===== config.mk =====
export PLATFORM = sky130hd
export DESIGN_NAME = tgp_ram
export DESIGN_NICKNAME = d
export VERILOG_FILES = /design/src/sv/tgp_ram.sv
export SDC_FILE = /design/constraint.sdc
export NUM_CORES = 1
export LEC_CHECK = 0
export BUFFER_PORTS_ARGS = -buffer_cell sky130_fd_sc_hd__buf_2
export CELL_PAD_IN_SITES_DETAIL_PLACEMENT = 1
export CELL_PAD_IN_SITES_GLOBAL_PLACEMENT = 2
export CORE_ASPECT_RATIO = 1.5
export CORE_MARGIN = 2
export CORE_UTILIZATION = 44
export CTS_BUF_LIST = sky130_fd_sc_hd__clkbuf_8
export DETAILED_ROUTE_END_ITERATION = 10
export PLACE_DENSITY = 0.79
export SLEW_MARGIN = 0
export SYNTH_ARGS = -nofsm -noshare
export SYNTH_HDL_FRONTEND = slang
export SYNTH_SLANG_ARGS = --single-unit

===== constraint.sdc =====
create_clock -name clock -period 6.1 [get_ports clock]
set_clock_uncertainty 0.05 [all_clocks]
set_input_delay 1.22 -clock clock [delete_from_list [all_inputs] [get_ports clock]]
set_output_delay 1.22 -clock clock [all_outputs]
set_load 0.02 [all_outputs]

===== src/sv/tgp_ram.sv =====
// Generic single-write, single-read RAM with registered read data.
`timescale 1ns / 1ps

module tgp_ram #(
   parameter int WIDTH = 16,
   parameter int DEPTH = 16
) (
   input  logic                     clock,
   input  logic                     wr_en,
   input  logic [$clog2(DEPTH)-1:0] wr_addr,
   input  logic [WIDTH-1:0]         wr_data,
   input  logic [$clog2(DEPTH)-1:0] rd_addr,
   output logic [WIDTH-1:0]         rd_data
);

   logic [WIDTH-1:0] mem_ff [DEPTH];
   logic [WIDTH-1:0] rd_data_ff;

   always_ff @(posedge clock) begin
      if (wr_en) begin
         mem_ff[wr_addr] <= wr_data;
      end
      rd_data_ff <= mem_ff[rd_addr];
   end

   assign rd_data = rd_data_ff;

endmodule


# --- Word level (Yosys, flattened, before mapping) ---
# Memories as Yosys holds them, arrays and structs flattened. A register that Yosys moved wholly into a read port is not among the register bits.
# Index checks and enable logic that the tools add are counted.
word_totals:
  memories: 1
  ff_bits: 0
  output_inout_bits: 16
  mem_bits_rw: 256
  input_bits: 26
  word_cells: 3
classes:
  muxes: 2
mem_list:
  columns: ["name", "words", "width", "rd", "rd_clocked_by_memory_dff", "wr", "line", "rtl"]
  rows:
  - ["mem_ff", 16, 16, 1, 1, 1, "16", "logic [WIDTH-1:0] mem_ff [DEPTH];"]
op_table:
  columns: ["op", "n"]
  rows:
  - ["2-to-1 mux 1 bit", 2]

# --- Logic depth before layout (Yosys ltp) ---
logic_depth:
  ltp_word: 2
  mapped_depth: 5
  ltp_nobuf: 3

# --- Worst setup path before layout ---
# No wires, ideal clock.
synth_path:
  path_kind: "input -> register"
  start: "input port wr_addr[2]"
  end: "memory mem_ff[0][0] (enable)"
  n_path_buf: 0
  stages: 2
  slack_ps: 2775
  setup_time_ps: 409
  t_arrival_ps: 2866
  t_required_ps: 5641
  path_cell_list: "or3b_2 -> nor3_1"
synth_lines:
  columns: ["item", "line", "rtl"]
  rows:
  - ["from (decl)", "10", "input logic [$clog2(DEPTH)-1:0] wr_addr,"]
  - ["to (decl)", "16", null]
# Straight into the memory's write port.

==> flow_summary.rst <==
.. list-table::
   :header-rows: 1

   * - Metric
     - Value
   * - Post-synthesis average cell area
     - 23.25 um2
   * - Maximum clock frequency
     - 339.2 MHz
   * - Die Area
     - 24080 um2
   * - Pin count of the biggest net entering global routing
     - 50
   * - Vias in the first global route
     - 5316
   * - Synthesis-to-layout area growth
     - 14.11%
   * - Num CTS Buffers
     - 40
   * - Sinks on the clock net
     - 272
   * - DIE HEIGHT
     - 189.0 um
   * - Routed WL
     - 22200 um
   * - Post-layout minimum cycle time
     - 2948 ps
   * - Hold Path Class
     - reg -> reg
   * - Share of synthesized area occupied by flip-flops and latches
     - 79.73%
   * - Inserted Diodes
     - 0
   * - Final core utilization
     - 51.20%
   * - Met3 Resource Use GR
     - 3.052%
   * - Vias/cell
     - 5.746
   * - I/O pins
     - 42
   * - Actual slew at the worst max-slew pin
     - 1018 ps
   * - Initial drt markers
     - 338
   * - Initial Utilization
     - 44.87%
   * - Yosys warnings
     - 0
   * - Period utilization
     - 48.33%
   * - Setup TNS Final
     - 0 ps
   * - Power per standard cell area
     - 324.0 nW/um2
   * - Layer with the highest usage after global routing
     - met2
   * - Port bufs
     - 41
   * - Leak pwr
     - 3.793 nW
   * - Total DRC errors in the routed layout
     - 0
   * - Max cap viols
     - 0
   * - Worst skew pair latency
     - 540 ps
   * - Fraction of power consumed by combinational cells
     - 5.2%
   * - Total nets after synthesis
     - 458
   * - H-tree levels
     - 2
   * - Post-layout net count
     - 541
   * - Data arrival, critical path
     - 3300 ps
   * - Initial antenna violation count
     - 0
   * - Status
     - finished, final reports clean
   * - Wire length of the first global-routing pass
     - 33100 um
   * - Hold WS
     - 621.8 ps
   * - Post-placement cell count
     - 749
   * - Maximum vdd drop
     - 130.5 uV
   * - Max Slew Vio Count
     - 0
   * - Worst R2R Path Depth
     - 3
   * - GP Congestion
     - 0.6812
   * - Clk network pwr share
     - 38.2%
   * - First element of the critical path
     - rd_addr[0]
   * - Post-route cell area
     - 11460 um2
   * - Worst flop-to-flop path startpoint
     - mem_ff[8][6]
   * - Hold path cells
     - 3
   * - Clock transition at the registers of the reported paths
     - 70 ps
   * - Startpoint Class
     - primary input
   * - Post-detailed-placement cell area
     - 10680 um2
   * - Global route overflow
     - 0
   * - Maximum fanout along the worst path
     - 49
   * - CP Capture Type
     - flop
   * - Post-CTS resize count
     - 0
   * - Hold violation count in the final report
     - 0
   * - Data required time of the critical path
     - 6460 ps
   * - Slowest cell on the critical path
     - buf_4
   * - All-layer global routing usage
     - 19.20%
   * - Clock tree from TritonCTS
     - built
   * - Critical path type
     - in -> reg
   * - Clock Tree Root
     - clkbuf_8
   * - Unrepaired setup endpoints after global routing
     - no
   * - Internal power summed over all cells
     - 0.002914 W
   * - Die outline width
     - 127.4 um
   * - Sw Share
     - 21.52%
   * - Filler Cell Count
     - 1963
   * - Quantity of hold-fixing buffers added after cts
     - 0
   * - Number of standard cells in the final layout excluding fillers
     - 823
   * - Detailed-route wire length per cell
     - 26.97 um
   * - ANT nets after route
     - 0
   * - Critical hold path startpoint
     - mem_ff[6][10]
   * - Most frequent cells in the layout
     - 256 x edfxtp_1, 54 x mux4_2, 44 x clkbuf_8
   * - Final setup violation count
     - 0
   * - Gate count of the mapped netlist
     - 432
   * - Worst flop-to-flop path endpoint
     - rd_data[6]
   * - Number of synthesized register bits
     - 272
   * - Switch Pwr
     - 0.0007993 W
   * - Half-perimeter wire length of the detailed placement result
     - 12080 um
   * - Met1 layer usage reported by global route
     - 23.20%
   * - Sequential share of power
     - 56.6%
   * - R2R Setup Slk
     - 4720 ps
   * - Met2 usage
     - 33.73%
   * - Most common library cell in the layout ignoring fill and taps
     - edfxtp_1
   * - Top cell by count, worst path
     - buf_4
   * - First-pass iteration count of the detailed router
     - 4
   * - Worst relative slew slack
     - 32.15%
   * - Count of different cell masters after synthesis
     - 19
   * - Post-CTS Repair Setup Buffers
     - 0
   * - Max stage delay on crit path
     - 690 ps
   * - Post-synth design cell area
     - 10040 um2
   * - Via count of the routed design
     - 4729
   * - Number of buffers between clock root and the deepest sink
     - 3
   * - Row count
     - 67
   * - Area of the core
     - 22380 um2
   * - Crit path to
     - rd_data[0]
   * - Ratio of cells with drive above 1 in the final layout
     - 33.46%
   * - Cell Chain, Critical Path
     - buf_4 > buf_4 > mux4_1 > a22oi_1 > nand2_1
power by group through the flow:
| stage | Sequential (W) | Combinational, W | Clock (W) |
|---|---|---|---|
| after floorplan | 0.00215 | 0.000102 | 0 |
| after global routing | 0.00210 | 0.000210 | 0.00152 |
| after detailed placement | 0.00214 | 0.000198 | 0 |
| final | 0.00210 | 0.000194 | 0.00142 |
| after CTS | 0.00210 | 0.000199 | 0.00145 |
| after global placement | 0.00214 | 0.000190 | 0 |
cell type report:
cell class                      count  area (um2)  share of cell area, %
Sequential cell                   272        8008                  69.87
Multi-Input combinational cell    139        1962                  17.12
Clock buffer                       44       605.6                  5.284
Timing Repair Buffer               62       365.4                  3.188
Tap cell                          276       345.3                  3.013
Clock inverter                     30       175.2                  1.528
cell usage after synthesis (all sizes together):
| master | n | area, um2 |
|---|---|---|
| edfxtp | 256 | 7687 |
| mux4 | 64 | 1479 |
| a22oi | 32 | 240.2 |
| nand2 | 17 | 63.81 |
| dfxtp | 16 | 320.3 |
| buf | 13 | 93.83 |
| nor2 | 13 | 48.80 |
| clkbuf | 8 | 30.03 |
| nor3 | 4 | 20.02 |
| nand2b | 2 | 12.51 |
| nand3b | 2 | 15.01 |
| nor2b | 2 | 12.51 |
| and2 | 1 | 6.260 |
| nand3 | 1 | 5.000 |
| or3b | 1 | 8.760 |
stage by stage:
stage | power, W | worst slack (ps)
after floorplan | 0.002255 | 2775
after global placement | 0.002328 | 2572
after global routing | 0.003838 | 2921
final | 0.003714 | 3152
after detailed placement | 0.002341 | 2543
after CTS | 0.003754 | 3101
sequential cells by signal (all words and copies together) (netlist names):
signal   count
mem_ff     256
rd_data     16
kinds of logic after synthesis:
group           count (synthesis)  share of synthesized area, %
compound gates                 32                         2.392
buf+inv                        21                         1.233
flops                         272                         79.73
mux                            64                         14.73
simple gates                   43                         1.918
metal layers:
layer | wire length, um | vias to the layer above | part of all wire (%)
met1 | 8150 | 2504 | 37
met2 | 12040 | 172 | 54
met3 | 1337 | 47 | 6.0
met4 | 670 | 0 | 3.0
li1 | - | 2006 | -
met5 | 0 | - | 0
critical path: cells and delay by family:
kind | cells | cell delay, ps
and+or+nand+nor | 1 | 70
muxes | 1 | 600
buffers and inverters | 2 | 1150
AOI/OAI and AO/OA | 1 | 200
worst min-delay path by stage:
stage | endpoint | slack, ps
after global placement | rd_data[12] | 610
after global routing | rd_data[15] | 650
after CTS | rd_data[10] | 630
after detailed placement | rd_data[14] | 620
after floorplan | rd_data[0] | 580
final | rd_data[10] | 620
Note: power is estimated with default switching activity, not from simulation.
